--- src/design/krt_pkg.sv ---
// Package for the keyed record table: sizes, command and status codes,
// the record type and the control bundle broadcast along the cell row.
// No dependencies.
`default_nettype none

package krt_pkg;

  localparam int TABLE_DEPTH = 64;
  localparam int NAME_BYTES  = 8;

  localparam int KEY_W  = 32;
  localparam int NAME_W = 64;
  localparam int AMT_W  = 16;
  localparam int OP_W   = 3;
  localparam int ST_W   = 3;
  localparam int IDX_W  = (TABLE_DEPTH > 1) ? $clog2(TABLE_DEPTH) : 1;
  localparam int CNT_W  = $clog2(TABLE_DEPTH + 1);

  // Bytes of the name word that are kept
  localparam logic [NAME_W-1:0] NAME_MASK =
    (NAME_BYTES >= 8) ? {NAME_W{1'b1}}
                      : ((NAME_W'(1) << (8 * NAME_BYTES)) - NAME_W'(1));

  // Command codes
  localparam logic [OP_W-1:0] OP_INSERT = 3'd0;
  localparam logic [OP_W-1:0] OP_SEARCH = 3'd1;
  localparam logic [OP_W-1:0] OP_MODIFY = 3'd2;
  localparam logic [OP_W-1:0] OP_DELETE = 3'd3;
  localparam logic [OP_W-1:0] OP_LIST   = 3'd4;

  // Status codes
  localparam logic [ST_W-1:0] ST_OK        = 3'd0;
  localparam logic [ST_W-1:0] ST_NOT_FOUND = 3'd1;
  localparam logic [ST_W-1:0] ST_DUPLICATE = 3'd2;
  localparam logic [ST_W-1:0] ST_FULL      = 3'd3;
  localparam logic [ST_W-1:0] ST_EMPTY     = 3'd4;

  // Cell row commands
  localparam logic [1:0] CMD_HOLD  = 2'd0;
  localparam logic [1:0] CMD_SHIFT = 2'd1;
  localparam logic [1:0] CMD_SORT  = 2'd2;
  localparam logic [1:0] CMD_CLOSE = 2'd3;

  typedef struct packed {
    logic signed [KEY_W-1:0] key;
    logic [NAME_W-1:0]       name;
    logic [AMT_W-1:0]        amount;
  } rec_t;

  typedef struct packed {
    logic [1:0]       cmd;
    logic             parity;
    logic [CNT_W-1:0] count;
    logic [IDX_W-1:0] gap;
  } cell_ctl_t;

endpackage

`default_nettype wire

--- src/design/krt_cell.sv ---
// One cell of the record row: holds a single record and trades it with
// its neighbours under the broadcast row command. Depends on krt_pkg.
`default_nettype none

module krt_cell (
  input  wire logic               clk,
  input  wire krt_pkg::cell_ctl_t ctl,
  input  wire logic [krt_pkg::IDX_W-1:0] idx,
  input  wire krt_pkg::rec_t      right_rec,
  input  wire krt_pkg::rec_t      left_rec,
  input  wire logic               left_gt,
  output krt_pkg::rec_t           rec,
  output logic                    gt_right
);

  krt_pkg::rec_t rec_next;
  logic          lead;
  logic          pair_right_ok;
  logic          pair_left_ok;

  // Compare own key with the right neighbour's (signed)
  assign gt_right = $signed(rec.key) > $signed(right_rec.key);

  // Pair membership for the current odd/even sort round
  assign lead          = (idx[0] == ctl.parity);
  assign pair_right_ok = (krt_pkg::CNT_W'(idx) + krt_pkg::CNT_W'(1)) < ctl.count;
  assign pair_left_ok  = (idx != '0) && (krt_pkg::CNT_W'(idx) < ctl.count);

  // Select the next content of the cell
  always_comb begin
    rec_next = rec;
    unique case (ctl.cmd)
      krt_pkg::CMD_HOLD: begin
        rec_next = rec;
      end
      krt_pkg::CMD_SHIFT: begin
        rec_next = right_rec;
      end
      krt_pkg::CMD_SORT: begin
        if (lead) begin
          if (pair_right_ok && gt_right) rec_next = right_rec;
        end else begin
          if (pair_left_ok && left_gt) rec_next = left_rec;
        end
      end
      krt_pkg::CMD_CLOSE: begin
        if (idx >= ctl.gap) rec_next = right_rec;
      end
      default: begin
        rec_next = rec;
      end
    endcase
  end

  always_ff @(posedge clk) begin
    rec <= rec_next;
  end

endmodule

`default_nettype wire

--- config.mk ---
export PLATFORM = sky130hd
export DESIGN_NAME = krt_cell
export DESIGN_NICKNAME = d
export VERILOG_FILES = /design/src/design/krt_pkg.sv /design/src/design/krt_cell.sv
export SDC_FILE = /design/constraint.sdc
export NUM_CORES = 1
export LEC_CHECK = 0
export BUFFER_PORTS_ARGS = -buffer_cell sky130_fd_sc_hd__buf_4
export CAP_MARGIN = 25
export CORE_AREA = 5 5 137 139
export DETAILED_ROUTE_END_ITERATION = 16
export DIE_AREA = 0 0 142 144
export PLACE_DENSITY = 0.71
export RECOVER_POWER = 25
export SYNTH_ARGS = -nofsm -noshare
export SYNTH_HDL_FRONTEND = slang
export SYNTH_SLANG_ARGS = --single-unit
--- constraint.sdc ---
create_clock -name clk -period 10.9 [get_ports clk]
set_clock_uncertainty 0.15 [all_clocks]
set_input_delay 0.545 -clock clk [delete_from_list [all_inputs] [get_ports clk]]
set_output_delay 0.545 -clock clk [all_outputs]
set_load 0.03 [all_outputs]
* After elaboration in Yosys (flattened, before gate mapping)
Cells that the tools add are included.
Word-level totals: register bits 112, input port bits 248, output and inout port bits 113, logic and storage cells 27
Operators by class: add/subtract/negate cells 1, magnitude comparators 4, eq/ne operators 7, multiplexer cells 5, bitwise operators 1, reduce and logical (&&, ||, !) cells 6
Operator list (count):
- $mux 112 | 4
- $pmux 112 s3 | 1
- $gt 32x32->1 | 1
- $add 6x1->7 const B | 1
- $lt 6x7->1 | 1
- $lt 7x7->1 | 1
- $ge 6x6->1 | 1
- $ne 3x3->1 const B | 2
- $reduce_bool 6->1 | 1
- $eq 2x2->1 const B | 2
- $reduce_and 4->1 | 1
- $logic_and 1x1->1 | 3
- $eq 2x1->1 const B | 1
- $logic_not 2->1 | 1
- $ne 2x2->1 const B | 1
- $eq 1x1->1 | 1
- $not 1->1 | 1

* Depth between registers and ports, before layout
Gate-level depths: netlist of the first run.
word-level depth 6, depth in mapped cells 9

* Least setup slack after synthesis of the first run
Ideal clock, no wire load.
path kind flip-flop to flip-flop, start register rec[94] in the netlist's numbering, end register rec[0] in the netlist's numbering (enable), library setup time 0.753 ns, arrival 10.371 ns, setup slack -0.374 ns, stages on the path, launching flop included 9, path buffers 0, period minus slack after synthesis 11.274 ns, cells stage by stage edfxtp_1 -> ha_1 -> nand4_1 -> or4_1 -> a21oi_1 -> or3_1 -> a21oi_2 -> xnor2_1 -> o32ai_1
On the way: word-level cells in the longest chain between the ends 4
RTL lines:
- from (decl) | line krt_cell.sv:12 | output krt_pkg::rec_t rec,
- from (signal assigned) | line krt_cell.sv:56 | rec <= rec_next;
- $gt 32x32->1 | line krt_cell.sv:22 | assign gt_right = $signed(rec.key) > $signed(right_rec.key);
- $logic_and 1x1->1 | line krt_cell.sv:41 | if (pair_right_ok && gt_right) rec_next = right_rec;
- $ne 3x3->1 (no source line)
- $reduce_and 4->1 (no source line)
No other way between the ends. A chain may end at the register's enable or synchronous reset.

* Worst setup path after layout of the first run
start register rec[94] in the netlist's numbering, end register rec[16] in the netlist's numbering (enable)
Same word-level chain as after synthesis.

==> reports/summary.txt, run 1 <==
Peak VDD IR -> 0.0001014 V
DR vias/cell -> 4.628
P&R area growth vs syn -> 49.50%
fill count -> 1687
RSZ-0062 raised after global routing -> false
syn_nets -> 727
number of remaining DRC errors -> 0
most frequent cells in the layout -> buf_4, edfxtp_1, clkbuf_1
max incr delay on CP -> 0.65 ns
hold_ws -> 0.3221 ns
H-tree Lvls -> 3
chip height -> 144 µm
Biggest register -> rec
CTS Sinks -> 112
post-synthesis cell area -> 0.006056 mm²
synthesized netlist cell count -> 428
DRT iter0 DRCs -> 149
total CTS buffers -> 9
flop-to-flop setup slack -> 7.40 ns
power density cells -> 157.0 mW/mm²
cell chain of the critical path -> ha_1 -> nand4_1 -> or4_1 -> a21oi_1 -> or3_1 -> a21oi_2 -> xnor2_1 -> o32ai_4 -> buf_4
met2 Usage GRT -> 30.66%
leakage -> 4.054 nW
Post-layout nets -> 1088
worst endpoint data arrival time -> 3.33 ns
GR Layer Usage met3 -> 6.680%
number of distinct library cells after synthesis -> 34
Setup Buffers After CTS -> 0
antenna cell count -> 0
register area share after synthesis -> 55.54%
IO Pins -> 361
FMAX -> 0.2855 GHz
Placeable Area -> 0.01753 mm²
Slew @ Worst Pin -> 0.8176 ns
first-pass GRT wire length -> 26720 µm
Starting Density -> 34.54%
vias in the first global route -> 5000
# port buffers -> 360
final setup violation count -> 0
max-cap violations -> 0
Via Count -> 4734
CTS tree -> built
initial antenna violation count -> 0
Final Util -> 51.63%
latest clock arrival within the worst-skew pair -> 0.35 ns
total die area -> 0.02045 mm²
CP top delay family -> simple AND/OR/NAND/NOR gates
status -> finished clean
Placed Cells -> 1007
Seq cells post-synth -> 112
Syn Area/Cell -> 14.15 µm²
Detail Placement HPWL -> 15320 µm
layout cells sized above 1 -> 43.07%
top flop regs -> rec: 112 flops
final non-filler cell total -> 1023
Critical Path Fanout Max -> 60
WL final -> 18450 µm
CP endpoint kind -> flip-flop
Slowest-stage cell, CP -> buf_4
Wirelength per Cell -> 18.04 µm
CTS resizes -> 0
crit path kind -> flip-flop to flip-flop
GRT Util Overall -> 17.04%
Worst slew margin -> 45.50%
CTS root buf -> clkbuf_16
Multi-input gate area -> 0.002489 mm²
YS warnings -> 0
CP Buf/Inv Count -> 1
Largest register FFs -> 112
CTS Hold Buffers Added -> 0
ANT nets after route -> 0
die width -> 142 µm
largest net degree at the start of global routing -> 61
Pre-Repair DR Iteration Count -> 4
Min Clock Period, post-route -> 3.503 ns
busiest grt layer -> met2
class of the worst hold path -> input port to flip-flop
Rows -> 49
Sum Neg Setup Slack -> 0 ns
final-report max-slew violation count -> 0
Final Wtd Congestion -> 0.8060
clock-pin transition on the worst setup and hold timing paths -> 0.09 ns
grt ovf -> 0
most common cell after layout, fill and taps aside -> buf_4
largest buffer count on any clock path -> 2
met1 usage -> 18.87%
crit start category -> flip-flop
Final period util -> 32.14%
FF/Latch Area -> 0.003363 mm²
Critical Path RT -> 10.73 ns
final hold violation count -> 0
==> kinds of logic (layout without fill, tap and decap cells) <==
logic type / after synthesis / in the layout / share of synthesized area, %
mux: 112 / 112 / 20.83
flops: 112 / 112 / 55.54
buf+inv: 59 / 425 / 3.802
fa+ha+maj: 51 / 51 / 10.54
simple gates: 47 / 47 / 4.070
compound gates: 41 / 41 / 4.360
xor+xnor: 6 / 6 / 0.8678
==> synth_stat cells, drive strengths merged <==
library cell	count	share of area [%]
o211ai	2	0.25
nor2b	1	0.10
o32ai	1	0.14
a21oi	22	2.0
a211oi	1	0.12
a21o	6	0.74
nor4	2	0.21
inv	46	2.9
ha	51	11
and3	2	0.21
clkbuf	2	0.12
edfxtp	112	56
xnor2	4	0.58
nand2b	3	0.31
nand4	8	0.83
o21ai	5	0.54
xor2	2	0.29
nand2	11	0.68
nor3	2	0.17
a221o	1	0.17
nor2	5	0.31
or3	1	0.10
and4	1	0.14
and3b	1	0.14
buf	11	0.83
a31oi	1	0.10
nand3	9	0.74
a221oi	2	0.29
or4	1	0.12
mux2	112	21
==> per-stage QoR <==
stage          power [mW]  setup slack, ns  cell area [µm²]
2_1_floorplan      0.8975            3.717             6063
6_report            1.421            7.397             9054
5_1_grt             1.493            7.187             9054
3_5_place_dp        1.126            7.134             9036
3_3_place_gp        1.121            7.201             9036
4_1_cts             1.488            7.361             9369
==> area by class of cell <==
type | count | share of cell area, %
clock buffer | 9 | 2.488
multi-input combinational | 257 | 27.49
clock inverter | 7 | 1.189
inverter | 46 | 1.907
sequential | 112 | 37.15
timing repair buffer | 363 | 26.62
tap | 229 | 3.165
==> routing by layer <==
layer	part of all wire (%)	wire [µm]
met4	1.3	242
met3	11	1967
met1	36	6709
met2	52	9531
met5	0	0
==> power breakdown <==
group | switching (mW) | internal [mW]
Sequential | 0.0262 | 0.575
Clock | 0.170 | 0.188
Combinational | 0.301 | 0.162
==> path summary, 6_finish.rpt <==
path | startpoint | endpoint | cells after the start
worst min register to register | rec[111] | rec[72] | 4
worst min-delay path | left_rec[59] | rec[59] | 2
worst max register to register | rec[94] | rec[16] | 9
worst max-delay path | rec[94] | rec[16] | 9
Note: power is estimated with default switching activity, not from simulation.
==> run 2, diff against run 1 <==
Clock period 10.9 ns to 3.1 ns, I/O delays scaled along.
==> run 2 against run 1 <==
Area after synthesis did not move. The run now fails in 4_1_cts. Synthesized cell count is the same.
==> reports/summary.txt, run 2 <==
H-tree Lvls -> 3 (unchanged)
CTS Hold Buffers Added -> 206 (+206)
syn_nets -> 727 (unchanged)
Post-synth top cells -> edfxtp_1, mux2_1, ha_1, inv_1, mux2_2
Fail Step -> 4_1_cts
Seq cells post-synth -> 112 (unchanged)
Placed Cells -> 1012 (+0.50%)
dominant cell type by area after synthesis -> edfxtp_1
IO Pins -> 361 (unchanged)
stop err -> [ERROR RSZ-0060] Max buffer count reached.
Setup Buffers After CTS -> 0 (unchanged)
number of distinct library cells after synthesis -> 34 (unchanged)
register area share after synthesis -> 55.54% (unchanged)
status -> did not finish
Synth top area share -> 55.54% (unchanged)
die width -> 142 µm (unchanged)
CTS root buf -> clkbuf_16
synthesized netlist cell count -> 428 (unchanged)
CTS Sinks -> 112 (unchanged)
FFs w/ async S/R, synth -> 0% (unchanged)
Post-synth EDFFs -> 112 (unchanged)
YS warnings -> 0 (unchanged)
CTS resizes -> 2 (+2)
Rows -> 49 (unchanged)
Starting Density -> 34.54% (unchanged)
# port buffers -> 360 (unchanged)
Syn Area/Cell -> 14.15 µm² (unchanged)
Synth Flop Type -> edfxtp_1
post-synthesis cell area -> 0.006056 mm² (unchanged)
largest cells by area after synthesis -> edfxtp_1, mux2_1, ha_1
Final Wtd Congestion -> 0.8027 (-0.41%)
largest buffer count on any clock path -> 2 (unchanged)
total CTS buffers -> 9 (unchanged)
Detail Placement HPWL -> 15230 µm (-0.60%)
chip height -> 144 µm (unchanged)
count leader, synth -> edfxtp_1
## run 2: cell counts after synthesis
No cell type changed its count.
## run 2: logic make-up after synthesis
group,after synthesis,synth area share (%)
buffers and inverters,59,3.802
muxes,112,20.83
adders and majority gates,51,10.54
and+or+nand+nor,47,4.070
xor gates and xnor gates,6,0.8678
AOI/OAI and AO/OA,41,4.360
DFF,112,55.54
## run 2: stage by stage
stage                     hold WS (ns)  setup slack (ns)  area (µm²)
after floorplan                 0.2059            -2.104        6123
after global placement          0.2871           0.08938        9173
after detailed placement        0.2914           0.01965        9173
==> run 3, diff against run 2 <==
Settings changed: PLACE_DENSITY 0.71 to default, PLACE_DENSITY_LB_ADDON from default to 0.15.
Clock period 3.1 ns to 4 ns, I/O delays scaled along.
==> run 3 against run 2 <==
The flow now finishes without violations.
==> reports/summary.txt, run 3 (same netlist as run 1, synthesis figures left out) <==
Pre-Repair DR Iteration Count -> 4
Placeable Area -> 0.01753 mm²
H-tree Lvls -> 3 (unchanged)
CTS tree -> built
DRT iter0 DRCs -> 155
leakage -> 4.771 nW
final setup violation count -> 0
Critical Path RT -> 3.85 ns
final hold violation count -> 0
Peak VDD IR -> 0.0002733 V
Cell Int Power -> 2.652 mW
Min Clock Period, post-route -> 3.198 ns
Slew @ Worst Pin -> 0.6204 ns
most frequent cells in the layout -> buf_4, dlygate4sd3_1, edfxtp_1
post-route design area -> 0.01081 mm²
grt ovf -> 0
pre-CTS WS -> 0.8080 ns (+0.7883 ns)
max-cap violations -> 0
Biggest register -> rec
Largest register FFs -> 112
FF/Latch Area -> 0.003363 mm²
most common cell after layout, fill and taps aside -> buf_4
CTS Sinks -> 112 (unchanged)
FMAX -> 0.3127 GHz
antenna cell count -> 0
Detail Placement HPWL -> 16090 µm (+5.7%)
fill count -> 1455
switching share of power -> 34.36%
CTS resizes -> 0 (-2)
IO Pins -> 361 (unchanged)
crit start category -> flip-flop
Reg power frac -> 40.6%
ANT nets after route -> 0
Combinational Power Share -> 36.2%
power density cells -> 373.8 mW/mm²
top flop regs -> rec: 112 flops
DR vias/cell -> 4.614
Placement Cell Area -> 0.009105 mm² (-0.74%)
largest buffer count on any clock path -> 2 (unchanged)
status -> finished clean
Rows -> 49 (unchanged)
Starting Density -> 34.54% (unchanged)
die width -> 142 µm (unchanged)
Via Count -> 5514
Post-layout nets -> 1260
total CTS buffers -> 9 (unchanged)
CTS root buf -> clkbuf_16
WL final -> 21490 µm
chip height -> 144 µm (unchanged)
total die area -> 0.02045 mm²
Multi-input gate area -> 0.002537 mm²
Final Util -> 61.65%
vias in the first global route -> 6078
Wirelength per Cell -> 17.98 µm
class of the worst hold path -> input port to flip-flop
Final Wtd Congestion -> 0.8453 (+5.3%)
number of remaining DRC errors -> 0
CP endpoint kind -> flip-flop
GRT Util Overall -> 19.99%
Sum Neg Setup Slack -> 0 ns
initial antenna violation count -> 0
clock-pin transition on the worst setup and hold timing paths -> 0.08 ns
setup ws final -> 0.8020 ns
largest net degree at the start of global routing -> 84
first-pass GRT wire length -> 31460 µm
crit path kind -> flip-flop to flip-flop
Worst slew margin -> 58.64%
Final period util -> 79.95%
layout cells sized above 1 -> 35.92%
P&R area growth vs syn -> 78.49%
P_sw -> 1.388 mW
final-report max-slew violation count -> 0
worst endpoint data arrival time -> 3.05 ns
RSZ-0062 raised after global routing -> false
Critical Path Fanout Max -> 83
latest clock arrival within the worst-skew pair -> 0.36 ns
Clock Power Share -> 23.2%
# port buffers -> 360 (unchanged)
run 3: stage by stage:
stage / power, mW / cells / hold WS, ns
after floorplan: 2.449 / 428 / 0.2509
after global placement: 3.079 / 1008 / 0.3336
after detailed placement: 3.097 / 1008 / 0.3381
after CTS: 4.182 / 1187 / 0.00002734
after global routing: 4.233 / 1195 / -0.004697
final: 4.040 / 1195 / 0.003941
run 3: power groups by stage:
stage | combinational (mW) | sequential [mW] | clock (mW)
after floorplan | 0.363 | 2.09 | 0
after global placement | 1.42 | 1.66 | 0
after detailed placement | 1.43 | 1.67 | 0
after CTS | 1.58 | 1.64 | 0.952
after global routing | 1.57 | 1.66 | 1.01
final | 1.46 | 1.64 | 0.938
run 3: what timing repair did:
action                    in CTS  in global routing
hold buffers                 163                  8
hold endpoints to repair      92                  7
setup buffers                  0                  0
run 3: final cells by class:
cell class | count | area share, %
Clock inverter | 6 | 0.7293
Timing Repair Buffer | 535 | 38.31
Inverter | 46 | 1.597
Clock buffer | 10 | 2.118
Tap cell | 229 | 2.651
Multi-Input combinational cell | 257 | 23.47
Sequential cell | 112 | 31.11
run 3: worst max-delay path: stages, from the launching register on:
cell	delay (ns)
edfxtp_1	0.43
ha_4	0.30
nand4_1	0.13
or4_1	0.55
a21oi_1	0.13
or3_1	0.14
a21oi_2	0.08
xnor2_2	0.20
o32ai_4	0.27
buf_12	0.41
run 3: final timing paths:
kind                  from  endpoint  slack (ns)  cells after the start
min          right_rec[61]   rec[61]       0.004                      2
min reg2reg       rec[111]   rec[92]        1.14                      4
max reg2reg        rec[91]   rec[15]        0.80                      9
max                rec[91]   rec[15]        0.80                      9
run 3: routing by layer:
layer / global-route usage [%] / part of all wire, % / vias to the layer above
li1: - / - / 2677
met4: 7.222 / 2.6 / 0
met1: 21.19 / 36 / 2571
met5: 0 / 0 / -
met3: 7.374 / 9.2 / 34
met2: 36.40 / 52 / 232
==> run 4, diff against run 3 <==
Clock period 4 ns to 2.8 ns, I/O delays scaled along.
==> run 4 against run 3 <==
The run now fails in 4_1_cts. Area after synthesis unchanged. Synthesized cell count did not move.
==> reports/summary.txt, run 4 <==
# port buffers -> 360 (unchanged)
Post-synth EDFFs -> 112 (unchanged)
Setup Buffers After CTS -> 3 (+3)
YS warnings -> 0 (unchanged)
Synth top area share -> 55.54% (unchanged)
number of distinct library cells after synthesis -> 34 (unchanged)
largest buffer count on any clock path -> 2 (unchanged)
FFs w/ async S/R, synth -> 0% (unchanged)
status -> did not finish
Fail Step -> 4_1_cts
CTS root buf -> clkbuf_16
chip height -> 144 µm (unchanged)
largest cells by area after synthesis -> edfxtp_1, mux2_1, ha_1
Syn Area/Cell -> 14.15 µm² (unchanged)
Seq cells post-synth -> 112 (unchanged)
dominant cell type by area after synthesis -> edfxtp_1
Starting Density -> 34.54% (unchanged)
die width -> 142 µm (unchanged)
synthesized netlist cell count -> 428 (unchanged)
total CTS buffers -> 9 (unchanged)
Final Wtd Congestion -> 0.8659 (+2.4%)
Post-synth top cells -> edfxtp_1, mux2_1, ha_1, inv_1, mux2_2
count leader, synth -> edfxtp_1
H-tree Lvls -> 3 (unchanged)
CTS Sinks -> 112 (unchanged)
syn_nets -> 727 (unchanged)
Rows -> 49 (unchanged)
post-synthesis cell area -> 0.006056 mm² (unchanged)
CTS resizes -> 6 (+6)
stop err -> [ERROR RSZ-0060] Max buffer count reached.
Detail Placement HPWL -> 16600 µm (+3.2%)
Synth Flop Type -> edfxtp_1
register area share after synthesis -> 55.54% (unchanged)
CTS Hold Buffers Added -> 212 (+30%)
IO Pins -> 361 (unchanged)
run 4: cell counts after synthesis:
Identical to the previous run, type by type.
run 4: cells by family after synthesis:
logic type	count (synthesis)	synth area share (%)
AO/OA/AOI/OAI	41	4.360
XOR/XNOR	6	0.8678
adder cells (fa/ha/maj)	51	10.54
buffers and inverters	59	3.802
flip-flops	112	55.54
multiplexers	112	20.83
AND/OR/NAND/NOR	47	4.070
run 4: metrics by stage:
| step | worst slack (ns) | util, % | setup TNS, ns | instance area [µm²] | std cells |
|---|---|---|---|---|---|
| after floorplan | -2.404 | - | -269.21 | 6123 | 428 |
| after global placement | -0.1712 | 53.65 | -15.55 | 9408 | 1035 |
| after detailed placement | -0.2026 | 53.65 | -19.63 | 9408 | 1035 |
